## src/hw/rtl/bounded_mailbox_with_overflow_policy_unit_assert.svh

```systemverilog
// Assertion macros shared by the mailbox RTL.
// Both macros expect signals named clk and rst_n in the enclosing module.
`ifndef BOUNDED_MAILBOX_WITH_OVERFLOW_POLICY_UNIT_ASSERT_SVH
`define BOUNDED_MAILBOX_WITH_OVERFLOW_POLICY_UNIT_ASSERT_SVH

// The consequent must hold in the same cycle as the antecedent.
`define BMBOX_ASSERT_NOW(label, ante, cons, msg) \
  label: assert property (@(posedge clk) disable iff (!rst_n) (ante) |-> (cons)) \
    else $error(msg);

// The consequent must hold in the cycle after the antecedent.
`define BMBOX_ASSERT_NEXT(label, ante, cons, msg) \
  label: assert property (@(posedge clk) disable iff (!rst_n) (ante) |=> (cons)) \
    else $error(msg);

`endif

```

## src/hw/rtl/bmbox_pkg.sv

```systemverilog
package bmbox_pkg;

  localparam int unsigned ID_W       = 32;
  localparam int unsigned HANDLE_W   = 32;
  localparam int unsigned SIZE_W     = 16;
  localparam int unsigned MSG_CNT_W  = 5;
  localparam int unsigned BYTES_W    = 20;
  localparam int unsigned COUNTER_W  = 32;
  localparam int unsigned POLICY_W   = 2;
  localparam int unsigned STATUS_W   = 2;
  localparam int unsigned CMD_W      = 1;

  localparam int unsigned SLOT_W     = ID_W + HANDLE_W + SIZE_W;
  localparam int unsigned IN_TDATA_W = ((SLOT_W + 7) / 8) * 8;
  localparam int unsigned OUT_BITS   = SLOT_W + MSG_CNT_W + BYTES_W + 2 * COUNTER_W;
  localparam int unsigned OUT_TDATA_W = ((OUT_BITS + 7) / 8) * 8;

  localparam int unsigned CFG_INDEX_W = 2;
  localparam int unsigned CFG_DATA_W  = BYTES_W;

  typedef logic [STATUS_W-1:0]    status_t;
  typedef logic [POLICY_W-1:0]    policy_t;
  typedef logic [CFG_INDEX_W-1:0] cfg_index_t;
  typedef logic [CMD_W-1:0]       cmd_t;

  localparam status_t ST_OK    = 2'd0;
  localparam status_t ST_FULL  = 2'd1;
  localparam status_t ST_BLOCK = 2'd2;
  localparam status_t ST_EMPTY = 2'd3;

  localparam policy_t POL_DROP_NEW = 2'd0;
  localparam policy_t POL_DROP_OLD = 2'd1;
  localparam policy_t POL_BLOCK    = 2'd2;
  localparam policy_t POL_CRASH    = 2'd3;

  localparam cmd_t CMD_PUSH = 1'b0;
  localparam cmd_t CMD_POP  = 1'b1;

  localparam cfg_index_t CFG_MAX_MESSAGES = 2'd0;
  localparam cfg_index_t CFG_MAX_BYTES    = 2'd1;
  localparam cfg_index_t CFG_POLICY       = 2'd2;

endpackage

```

## src/hw/rtl/bmbox_ram.sv

```systemverilog
module bmbox_ram #(
  parameter int unsigned WIDTH = 8,
  parameter int unsigned DEPTH = 16
) (
  input  logic                     clk,
  input  logic                     we,
  input  logic [$clog2(DEPTH)-1:0] waddr,
  input  logic [WIDTH-1:0]         wdata,
  input  logic [$clog2(DEPTH)-1:0] raddr,
  output logic [WIDTH-1:0]         rdata
);

  logic [WIDTH-1:0] mem [DEPTH];
  logic [WIDTH-1:0] rdata_r;

  always_ff @(posedge clk) begin
    if (we) begin
      mem[waddr] <= wdata;
    end
    rdata_r <= mem[raddr];
  end

  assign rdata = rdata_r;

endmodule

```

## src/hw/rtl/bounded_mailbox_with_overflow_policy_unit.sv

```systemverilog
// A pop, or a push refused at the depth or count check, passes S_CHECK and then S_DONE, which
// loads its result into the output register when that is free; a push that reaches the byte
// check also passes S_BYTE. An eviction on the count limit adds S_EVICT; each on the byte limit
// adds S_EVICT then S_BYTE, as the registered RAM read must follow the moved read pointer.
// A new request is accepted in the cycle after a result is loaded, while that result may wait.
// Reset (rst_n low, synchronous) empties the queue, clears the counters and the limits.
module bounded_mailbox_with_overflow_policy_unit #(
  parameter int unsigned QUEUE_DEPTH = 16
) (
  input  logic                             clk,
  input  logic                             rst_n,
  input  logic                             in_tvalid,
  output logic                             in_tready,
  // Fields from bit 0: sender_id, payload_handle, size.
  input  logic [bmbox_pkg::IN_TDATA_W-1:0] in_tdata,
  // Fields from bit 0: cmd.
  input  logic [bmbox_pkg::CMD_W-1:0]      in_tuser,
  output logic                             out_tvalid,
  input  logic                             out_tready,
  // Fields from bit 0: out_sender, out_payload, out_size, msg_count, bytes_in_use,
  // drops_total, received_total, then zero fill.
  output logic [bmbox_pkg::OUT_TDATA_W-1:0] out_tdata,
  // Fields from bit 0: status.
  output logic [bmbox_pkg::STATUS_W-1:0]   out_tuser,
  input  logic                             cfg_valid,
  output logic                             cfg_ready,
  input  logic [bmbox_pkg::CFG_INDEX_W-1:0] cfg_index,
  input  logic [bmbox_pkg::CFG_DATA_W-1:0] cfg_data
);

  import bmbox_pkg::*;

  localparam int unsigned PTR_W = $clog2(QUEUE_DEPTH);
  localparam int unsigned OCC_W = $clog2(QUEUE_DEPTH + 1);
  localparam int unsigned CMP_W = (OCC_W > MSG_CNT_W) ? OCC_W : MSG_CNT_W;

  typedef enum logic [2:0] {
    S_IDLE,
    S_CHECK,
    S_BYTE,
    S_EVICT,
    S_DONE
  } state_t;

  state_t                 state_r, state_nxt;
  logic [PTR_W-1:0]       rd_ptr_r, rd_ptr_nxt;
  logic [PTR_W-1:0]       wr_ptr_r, wr_ptr_nxt;
  logic [OCC_W-1:0]       occ_r, occ_nxt;
  logic [BYTES_W-1:0]     bytes_r, bytes_nxt;
  logic [COUNTER_W-1:0]   drops_r, drops_nxt;
  logic [COUNTER_W-1:0]   rcv_r, rcv_nxt;
  logic [MSG_CNT_W-1:0]   max_messages_r, max_messages_nxt;
  logic [BYTES_W-1:0]     max_bytes_r, max_bytes_nxt;
  policy_t                policy_r, policy_nxt;
  logic                   out_valid_r, out_valid_nxt;

  cmd_t                   cmd_r, cmd_nxt;
  logic [ID_W-1:0]        itm_sender_r, itm_sender_nxt;
  logic [HANDLE_W-1:0]    itm_payload_r, itm_payload_nxt;
  logic [SIZE_W-1:0]      itm_size_r, itm_size_nxt;
  status_t                res_status_r, res_status_nxt;
  logic [ID_W-1:0]        res_sender_r, res_sender_nxt;
  logic [HANDLE_W-1:0]    res_payload_r, res_payload_nxt;
  logic [SIZE_W-1:0]      res_size_r, res_size_nxt;
  logic [OUT_TDATA_W-1:0] out_tdata_r, out_tdata_nxt;
  status_t                out_tuser_r, out_tuser_nxt;

  logic                   ram_we;
  logic [SLOT_W-1:0]      ram_rdata;
  logic [ID_W-1:0]        head_sender;
  logic [HANDLE_W-1:0]    head_payload;
  logic [SIZE_W-1:0]      head_size;

  logic                   out_free;
  logic                   depth_full;
  logic                   count_hit;
  logic [BYTES_W:0]       byte_sum;
  logic                   byte_over;
  logic [BYTES_W-1:0]     bytes_less_head;
  logic [MSG_CNT_W-1:0]   msg_count;

  function automatic logic [PTR_W-1:0] ptr_inc(input logic [PTR_W-1:0] p);
    return (p == PTR_W'(QUEUE_DEPTH - 1)) ? '0 : p + 1'b1;
  endfunction

  bmbox_ram #(
    .WIDTH(SLOT_W),
    .DEPTH(QUEUE_DEPTH)
  ) u_slots (
    .clk  (clk),
    .we   (ram_we),
    .waddr(wr_ptr_r),
    .wdata({itm_size_r, itm_payload_r, itm_sender_r}),
    .raddr(rd_ptr_r),
    .rdata(ram_rdata)
  );

  assign head_sender  = ram_rdata[ID_W-1:0];
  assign head_payload = ram_rdata[ID_W+HANDLE_W-1:ID_W];
  assign head_size    = ram_rdata[SLOT_W-1:ID_W+HANDLE_W];

  assign out_free   = !out_valid_r || out_tready;
  assign depth_full = (occ_r >= OCC_W'(QUEUE_DEPTH));
  assign count_hit  = (max_messages_r != '0) && (CMP_W'(occ_r) >= CMP_W'(max_messages_r));
  assign byte_sum   = {1'b0, bytes_r} + (BYTES_W + 1)'(itm_size_r);
  assign byte_over  = (max_bytes_r != '0) && (byte_sum > {1'b0, max_bytes_r});
  assign bytes_less_head = (bytes_r >= BYTES_W'(head_size)) ? bytes_r - BYTES_W'(head_size)
                                                            : '0;
  assign msg_count  = MSG_CNT_W'(CMP_W'(occ_r));

  assign in_tready  = (state_r == S_IDLE);
  assign cfg_ready  = 1'b1;
  assign out_tvalid = out_valid_r;
  assign out_tdata  = out_tdata_r;
  assign out_tuser  = out_tuser_r;

  always_comb begin
    state_nxt        = state_r;
    rd_ptr_nxt       = rd_ptr_r;
    wr_ptr_nxt       = wr_ptr_r;
    occ_nxt          = occ_r;
    bytes_nxt        = bytes_r;
    drops_nxt        = drops_r;
    rcv_nxt          = rcv_r;
    max_messages_nxt = max_messages_r;
    max_bytes_nxt    = max_bytes_r;
    policy_nxt       = policy_r;
    out_valid_nxt    = out_valid_r;
    cmd_nxt          = cmd_r;
    itm_sender_nxt   = itm_sender_r;
    itm_payload_nxt  = itm_payload_r;
    itm_size_nxt     = itm_size_r;
    res_status_nxt   = res_status_r;
    res_sender_nxt   = res_sender_r;
    res_payload_nxt  = res_payload_r;
    res_size_nxt     = res_size_r;
    out_tdata_nxt    = out_tdata_r;
    out_tuser_nxt    = out_tuser_r;
    ram_we           = 1'b0;

    if (cfg_valid) begin
      unique case (cfg_index)
        CFG_MAX_MESSAGES: max_messages_nxt = cfg_data[MSG_CNT_W-1:0];
        CFG_MAX_BYTES:    max_bytes_nxt    = cfg_data[BYTES_W-1:0];
        CFG_POLICY:       policy_nxt       = cfg_data[POLICY_W-1:0];
        default:          ;
      endcase
    end

    if (out_valid_r && out_tready) begin
      out_valid_nxt = 1'b0;
    end

    unique case (state_r)
      S_IDLE: begin
        if (in_tvalid) begin
          cmd_nxt         = in_tuser;
          itm_sender_nxt  = in_tdata[ID_W-1:0];
          itm_payload_nxt = in_tdata[ID_W+HANDLE_W-1:ID_W];
          itm_size_nxt    = in_tdata[SLOT_W-1:ID_W+HANDLE_W];
          res_status_nxt  = ST_OK;
          res_sender_nxt  = '0;
          res_payload_nxt = '0;
          res_size_nxt    = '0;
          state_nxt       = S_CHECK;
        end
      end
      S_CHECK: begin
        state_nxt = S_DONE;
        if (cmd_r == CMD_POP) begin
          if (occ_r == '0) begin
            res_status_nxt = ST_EMPTY;
          end else begin
            res_sender_nxt  = head_sender;
            res_payload_nxt = head_payload;
            res_size_nxt    = head_size;
            rd_ptr_nxt      = ptr_inc(rd_ptr_r);
            occ_nxt         = occ_r - 1'b1;
            bytes_nxt       = bytes_less_head;
          end
        end else if (depth_full) begin
          res_status_nxt = ST_FULL;
        end else if (count_hit) begin
          unique case (policy_r)
            POL_DROP_NEW: begin
              drops_nxt      = drops_r + 1'b1;
              res_status_nxt = ST_FULL;
            end
            POL_DROP_OLD: begin
              if (occ_r == '0) begin
                res_status_nxt = ST_FULL;
              end else begin
                state_nxt = S_EVICT;
              end
            end
            POL_BLOCK: res_status_nxt = ST_BLOCK;
            default:   res_status_nxt = ST_FULL;
          endcase
        end else begin
          state_nxt = S_BYTE;
        end
      end
      S_BYTE: begin
        state_nxt = S_DONE;
        if (byte_over && (policy_r == POL_DROP_OLD) && (occ_r != '0)) begin
          state_nxt = S_EVICT;
        end else if (byte_over && (policy_r == POL_DROP_NEW)) begin
          drops_nxt      = drops_r + 1'b1;
          res_status_nxt = ST_FULL;
        end else if (byte_over && (policy_r == POL_BLOCK)) begin
          res_status_nxt = ST_BLOCK;
        end else if (byte_over && (policy_r == POL_CRASH)) begin
          res_status_nxt = ST_FULL;
        end else begin
          ram_we     = 1'b1;
          wr_ptr_nxt = ptr_inc(wr_ptr_r);
          occ_nxt    = occ_r + 1'b1;
          bytes_nxt  = byte_sum[BYTES_W] ? '1 : byte_sum[BYTES_W-1:0];
          rcv_nxt    = rcv_r + 1'b1;
        end
      end
      S_EVICT: begin
        rd_ptr_nxt = ptr_inc(rd_ptr_r);
        occ_nxt    = occ_r - 1'b1;
        bytes_nxt  = bytes_less_head;
        drops_nxt  = drops_r + 1'b1;
        state_nxt  = S_BYTE;
      end
      S_DONE: begin
        if (out_free) begin
          out_valid_nxt = 1'b1;
          out_tuser_nxt = res_status_r;
          out_tdata_nxt = OUT_TDATA_W'({rcv_r, drops_r, bytes_r, msg_count,
                                        res_size_r, res_payload_r, res_sender_r});
          state_nxt     = S_IDLE;
        end
      end
      default: state_nxt = S_IDLE;
    endcase
  end

  always_ff @(posedge clk) begin
    if (!rst_n) begin
      state_r        <= S_IDLE;
      rd_ptr_r       <= '0;
      wr_ptr_r       <= '0;
      occ_r          <= '0;
      bytes_r        <= '0;
      drops_r        <= '0;
      rcv_r          <= '0;
      max_messages_r <= '0;
      max_bytes_r    <= '0;
      policy_r       <= POL_DROP_NEW;
      out_valid_r    <= 1'b0;
    end else begin
      state_r        <= state_nxt;
      rd_ptr_r       <= rd_ptr_nxt;
      wr_ptr_r       <= wr_ptr_nxt;
      occ_r          <= occ_nxt;
      bytes_r        <= bytes_nxt;
      drops_r        <= drops_nxt;
      rcv_r          <= rcv_nxt;
      max_messages_r <= max_messages_nxt;
      max_bytes_r    <= max_bytes_nxt;
      policy_r       <= policy_nxt;
      out_valid_r    <= out_valid_nxt;
    end
    cmd_r         <= cmd_nxt;
    itm_sender_r  <= itm_sender_nxt;
    itm_payload_r <= itm_payload_nxt;
    itm_size_r    <= itm_size_nxt;
    res_status_r  <= res_status_nxt;
    res_sender_r  <= res_sender_nxt;
    res_payload_r <= res_payload_nxt;
    res_size_r    <= res_size_nxt;
    out_tdata_r   <= out_tdata_nxt;
    out_tuser_r   <= out_tuser_nxt;
  end

`include "bounded_mailbox_with_overflow_policy_unit_assert.svh"

  `BMBOX_ASSERT_NOW(a_occ_bound, 1'b1, occ_r <= OCC_W'(QUEUE_DEPTH), "occupancy above depth")
  `BMBOX_ASSERT_NOW(a_empty_ptrs, occ_r == '0, rd_ptr_r == wr_ptr_r, "split pointers")
  `BMBOX_ASSERT_NOW(a_evict_nonempty, state_r == S_EVICT, occ_r != '0, "empty eviction")
  `BMBOX_ASSERT_NEXT(a_evict_drop, state_r == S_EVICT, drops_r == $past(drops_r) + 1'b1, "no drop")
  `BMBOX_ASSERT_NEXT(a_done_out, state_r == S_DONE && out_free, out_valid_r, "result lost")

endmodule

```

## config.mk

```make
export PLATFORM = sky130hd
export DESIGN_NAME = bounded_mailbox_with_overflow_policy_unit
export DESIGN_NICKNAME = d
export VERILOG_FILES = /design/src/hw/rtl/bmbox_pkg.sv /design/src/hw/rtl/bmbox_ram.sv /design/src/hw/rtl/bounded_mailbox_with_overflow_policy_unit.sv
export VERILOG_INCLUDE_DIRS = /design/src /design/src/hw/rtl
export SDC_FILE = /design/constraint.sdc
export NUM_CORES = 2
export LEC_CHECK = 0
export CAP_MARGIN = 20
export CORE_AREA = 8 8 488 490
export DETAILED_ROUTE_END_ITERATION = 6
export DIE_AREA = 0 0 496 498
export DONT_BUFFER_PORTS = 1
export PLACE_DENSITY = 0.46
export SLEW_MARGIN = 10
export SYNTH_ARGS = -nofsm -noshare
export SYNTH_HDL_FRONTEND = slang
export SYNTH_SLANG_ARGS = --single-unit
export TNS_END_PERCENT = 30
```

## constraint.sdc

```tcl
create_clock -name clk -period 14.7 [get_ports clk]
set_input_delay 2.205 -clock clk [delete_from_list [all_inputs] [get_ports clk]]
set_output_delay 2.205 -clock clk [all_outputs]
set_load 0.01 [all_outputs]
```

* Yosys cells after proc, flatten, opt, wreduce, memory -nomap -nowiden
Memory sizes are Yosys's and may differ from the RTL's. A register that Yosys moved wholly into a read port is not among the register bits. Index checks and enable logic that the tools add are counted.
Word-level totals: memories kept 1, logic and storage cells 169, register bits after elaboration 462, output and inout bits 181, input port bits 108, memory bits (writable) 1280
Memories:
- u_slots.mem | depth 16, bits a word 80, rd ports 1, clocked after memory_dff 1, wr ports 1, line bmbox_ram.sv:13 | logic [WIDTH-1:0] mem [DEPTH];
Cells by class: multiplexer cells 70, reductions and logical operators 33, bitwise logic cells 4, $lt $le $gt $ge 4, add/subtract/negate cells 8, equality and inequality tests 28
Operators with widths (number):
- $mux 32 | 11
- $mux 20 | 8
- $pmux 32 s2 | 2
- $pmux 32 s3 | 1
- $add 32x1->32 const B | 2
- $pmux 20 s3 | 1
- $mux 16 | 3
- $pmux 16 s2 | 1
- $mux 5 | 6
- $ne 2x2->1 const B | 13
- $mux 3 | 8
- $add 20x16->21 | 1
- $gt 21x20->1 | 1
- $reduce_and 7->1 | 3
- $ge 20x16->1 | 1
- $mux 2 | 10
- $reduce_bool 20->1 | 1
- $sub 20x16->20 | 1
- $mux 4 | 4
- $pmux 3 s5 | 1
- $pmux 5 s3 | 1
- $ne 4x4->1 const B | 3
- $reduce_and 2->1 | 6
- $mux 1 | 10
- 28 further kinds | 48

* Longest topological paths before layout
depth in word-level cells 11, gate-level depth with buffers 22, gate-level depth less buffers 18

* By module
A second synthesis with hierarchy kept.
Second synthesis, totals: cells, all modules 3598, area total of the unflattened synthesis 68619.6 um2
Modules (own cells, without submodules):
- bmbox_ram | area an instance 49422.4 um2, sequential area each 40038.4 um2, cells an instance 2054, times used 1
- bounded_mailbox_with_overflow_policy_unit | area an instance 19197.2 um2, sequential area each 12592.1 um2, cells an instance 1544, times used 1

* Worst setup path after synthesis
No wires, ideal clock.
path kind register to register, from register itm_size_r[10], to memory u_slots.mem[3][0] (netlist bit) (enable), path buffers 2, period minus slack after synthesis 10.541 ns, data required time 14.084 ns, path slack 4.159 ns, cell stages (with the launch flop) 18, setup time 0.616 ns, data arrival time 9.924 ns, cells stage by stage edfxtp_1 -> ha_1 -> clkbuf_1 -> a211oi_1 -> nand2_1 -> a2111oi_0 -> o31ai_1 -> xor2_1 -> ha_1 -> nand4_1 -> or3_1 -> or4_1 -> and3_4 -> a32o_1 -> buf_6 -> a21oi_1 -> nand2_1 -> nor3_1
Between the ends: cells in the longest elaborated chain, start to end 11, elaborated cells between the ends (all ways) 15, classes of those cells 1 x add/sub; 1 x order compare; 7 x mux; 6 x reduce/logical
Ends and longest elaborated chain:
- start: declaration | line bounded_mailbox_with_overflow_policy_unit.sv:60 | logic [SIZE_W-1:0] itm_size_r, itm_size_nxt;
- start signal: assignment | line bounded_mailbox_with_overflow_policy_unit.sv:271 | itm_size_r <= itm_size_nxt;
- $add 20x16->21 * | line bounded_mailbox_with_overflow_policy_unit.sv:105 | assign byte_sum = {1'b0, bytes_r} + (BYTES_W + 1)'(itm_size_r);
- $gt 21x20->1 * | line bounded_mailbox_with_overflow_policy_unit.sv:106 | assign byte_over = (max_bytes_r != '0) && (byte_sum > {1'b0, max_bytes_r});
- $logic_and 1x1->1 * | line bounded_mailbox_with_overflow_policy_unit.sv:106
- $logic_and 1x1->1 | line bounded_mailbox_with_overflow_policy_unit.sv:212 | end else if (byte_over && (policy_r == POL_CRASH)) begin
- $mux 1 | line bounded_mailbox_with_overflow_policy_unit.sv:212
- $mux 1 | line bounded_mailbox_with_overflow_policy_unit.sv:210 | end else if (byte_over && (policy_r == POL_BLOCK)) begin
- $mux 1 | line bounded_mailbox_with_overflow_policy_unit.sv:207 | end else if (byte_over && (policy_r == POL_DROP_NEW)) begin
- $mux 1 * | line bounded_mailbox_with_overflow_policy_unit.sv:205 | if (byte_over && (policy_r == POL_DROP_OLD) && (occ_r != '0)) begin
- $mux 1 * | line bounded_mailbox_with_overflow_policy_unit.sv:154 | unique case (state_r)
- $mux 1 * | line bmbox_ram.sv:17 | if (we) begin
- $mux 1 (not written as such) * | line bmbox_ram.sv:18 | mem[waddr] <= wdata;
- end: declaration | line bmbox_ram.sv:13
Mark *: on every way between the ends. The rest lies on a longest branch, timed or not.

* Final worst setup path
from register itm_size_r[0], to memory u_slots.mem[15][59] (netlist bit) (enable)
The elaborated chain is that of the path after synthesis.

==> flow_summary_export.csv <==
group,metric,value,unit
drt,wl,179,mm
cts,post-cts-setup-buffers,0,
power_and_ir_drop,p_total,11.2,mW
placed_design,dp_hpwl,105,mm
synth,synth.cell_area,68800,um2
run_status,status,"completed",
timing,hold_viol_final,0,
drt,post_drt_wl_per_cell,26.4,um
layout,drive_gt1_share,21.3,%
placed_design,io_buffers,0,
placed_design,dp_cells,6377,
drt,dr.pass1.iters,7,
setup_path,critPathKind,"flop to flop",
global_routing,grt_pass1_wl,258,mm
job,cap_violations,0,
setup_path,cp_common_cell,"buf_4",
layout,area_growth,14.9,%
global_routing,grt.total_usage,14.2,%
global_routing,grt_pass1_vias,34600,
timing,setup_viol_count_final,0,
cts,cts_buffers,198,
cts,htreeDepth,4,
synth,synth_edf_count,1614,
setup_path,startpoint_type,"flop",
placed_design,place.gp.congestion,0.781,
power_and_ir_drop,power_density,142,nW/um2
setup_path,reg2reg_slack,7.24,ns
die,dieArea,247000,um2
synth,synth_area_per_cell,19.9,um2
synth,synthTopCellsByArea,"edfxtp_1 (70%), mux4_2 (13%), dfxtp_1 (6.1%)",
hold_path,hold_path_end,"out_tdata[55]",
timing,timing.final.crit_share,50.8,%
cts,clock_latency,0.85,ns
global_routing,grt_start_max_net_pins,101,
synth,synthFlopType,"edfxtp_1",
synth,netlist_instances,3450,
layout,n_fill_cell,21700,
synth,yosys.area.top_type,"edfxtp_1",
layout,fin_util,34.2,%
die,row_count,177,
hold_path,worst_hold_path_type,"flop to flop",
synth,yosysMostFrequentCell,"edfxtp_1",
global_routing,overflow,0,
cts,root_buffer,"clkbuf_16",
die,die_h,498,um
cts,cts_buffer_depth,3,
setup_path,cp-end-kind,"flop",
setup_path,r2r_cells,21,
layout,fin_nets,3714,
timing,whs,0.377,ns
synth,synthArstFlopShare,0,%
die,io_pins,289,
layout,final_cell_count_no_fill,6765,
synth,yosysUniqueCellTypes,66,
timing,worst_clock_skew,0.0610,ns
cts,clkTransAtPathRegs,0.06,ns
setup_path,rr_startpoint,"itm_size_r[0]",
power_and_ir_drop,ir_worst_vdd,0.114,mV
setup_path,slowest_delay,0.72,ns
die,die_w,496,um
timing,fin_crit,7.46,ns
layout,multi_input_area,15300,um2
hold_path,min_path_cells,0,
setup_path,crit_path_top_delay_cell,"edfxtp_1",
synth,synth.top_cell.area_share,70.5,%
cts,clock_sinks,1822,
drt,drtIter0Drc,2557,
setup_path,worstPathRequired,15.15,ns
synth,ys_seq_area_share,76.5,%
drt,ant_nets,0,
cts,cts_tree,"built",
cts,hold_buffers,0,
power_and_ir_drop,power_leakage,24.3,nW
die,initial_core_util,29.8,%
setup_path,r2r_end,"u_slots.mem[15][59]",
die,core,231000,um2
drt,vias,33100,
drt,vias_per_cell,4.89,
drt,drc,0,
setup_path,cp_cell_sequence,"ha_1, inv_1, fa_1, nand2b_1, a21o_1, a21oi_1, a41oi_1, o211ai_1, xor2_1, ha_1, nand4_1, or3_1, or4_1, and3_4, a32o_1, a21oi_2, buf_4, nand2_1, nor2_4, buf_4, buf_4",
setup_path,cp.arrival,7.91,ns
hold_path,min_from,"res_payload_r[23]",
synth,ys_top_cells_by_count,"edfxtp_1 (1,614), mux4_2 (400), dfxtp_1 (208), nand2_1 (130), clkbuf_1 (129)",
timing,worstMarginPinSlew,1.14,ns
timing,max_freq,134,MHz
synth,yosys_warnings,0,
cts,cts_resized,0,
layout,seqCellArea,52600,um2
synth,synth-seq-cells,1822,
timing,rsz0062_at_grt,"false",
timing,finalSetupTns,0,ns
global_routing,antenna_found_initial,50,
timing,drv_slew,0,
setup_path,critPathMaxFanout,45,
timing,maxSlewHeadroom,23.8,%
metal layers:
metal  wire length [um]  vias up  global-route usage (%)
met4               4070       14                    3.71
met2              79800      894                    21.6
met3              10800      273                    3.40
met1              84000    17600                    20.4
li1                   -    14300                       -
met5                 82        -                       0
state kept, by name, summed over array words and instances, names as in the netlist, 16 cells and up:
| name | count |
|---|---|
| bytes_r | 20 |
| drops_r | 32 |
| itm_payload_r | 32 |
| itm_sender_r | 32 |
| itm_size_r | 16 |
| max_bytes_r | 20 |
| out_tdata | 169 |
| rcv_r | 32 |
| res_payload_r | 32 |
| res_sender_r | 32 |
| res_size_r | 16 |
| u_slots.mem | 1280 |
| u_slots.rdata | 80 |
final cells by class:
type,count,area share [%]
clock inverters,116,1.47
diodes,14,0.0443
repair buffers,52,0.538
clock buffers,256,6.76
flip-flops and latches,1822,66.6
multi-input cells,1386,19.4
inverters,76,0.370
well taps,3043,4.82
cells in the final DEF (no fill, tap or decap), types with 16 or more instances in the layout:
master,netlist,routed
clkbuf_16,0,200
o31ai_1,33,33
or3_1,26,26
inv_1,76,73
and3_4,1,16
dfxtp_1,208,204
mux4_2,400,400
nand2_1,130,129
o21ai_0,74,73
and3_1,87,72
ha_1,67,67
nor3_1,23,21
nor2_1,85,84
xnor2_1,25,25
nand3_1,45,45
nand4_1,20,20
clkinv_1,0,32
clkinv_2,0,39
buf_4,8,48
a31oi_1,18,18
or4_1,27,27
edfxtp_1,1614,1614
clkbuf_1,129,43
a21oi_1,122,121
worst max-delay path by stage:
| stage | cells after the start | start | slack (ns) | endpoint |
|---|---|---|---|---|
| CTS | 21 | itm_size_r[0] | 7.12 | u_slots.mem[3][16] |
| finish | 21 | itm_size_r[0] | 7.24 | u_slots.mem[15][59] |
| floorplan | 17 | itm_size_r[10] | 4.16 | u_slots.mem[3][0] |
| detailed placement | 21 | itm_size_r[0] | 7.17 | u_slots.mem[3][33] |
| global route | 21 | itm_size_r[0] | 6.75 | u_slots.mem[3][16] |
| global placement | 21 | itm_size_r[0] | 7.15 | u_slots.mem[3][37] |
critical path, delay by kind of cell, from the launching register on:
kind	cells	cell delay (ns)
DFF	1	0.72
xor gates and xnor gates	1	0.13
AOI/OAI and AO/OA	6	1.58
and+or+nand+nor	7	1.82
buffers and inverters	4	1.75
adders and majority gates	3	1.01
report_power, final:
part	internal (mW)	switching [mW]
clock	2.79	2.14
sequential	5.77	0.135
combinational	0.139	0.235
cell families after synthesis:
kind of cell               synth area share [%]
muxes                                      13.3
and+or+nand+nor                            3.81
buffers and inverters                      1.42
AOI/OAI and AO/OA                          3.17
xor gates and xnor gates                  0.458
adders and majority gates                  1.31
DFF                                        76.5
other                                    0.0109
per-stage QoR:
step                setup WS, ns  cell area (um2)
floorplan                   4.16            68800
global placement            7.15            72500
detailed placement          7.17            72500
CTS                         7.12            79000
global route                6.75            79000
finish                      7.24            79000
(Power assumes the default switching activity.)
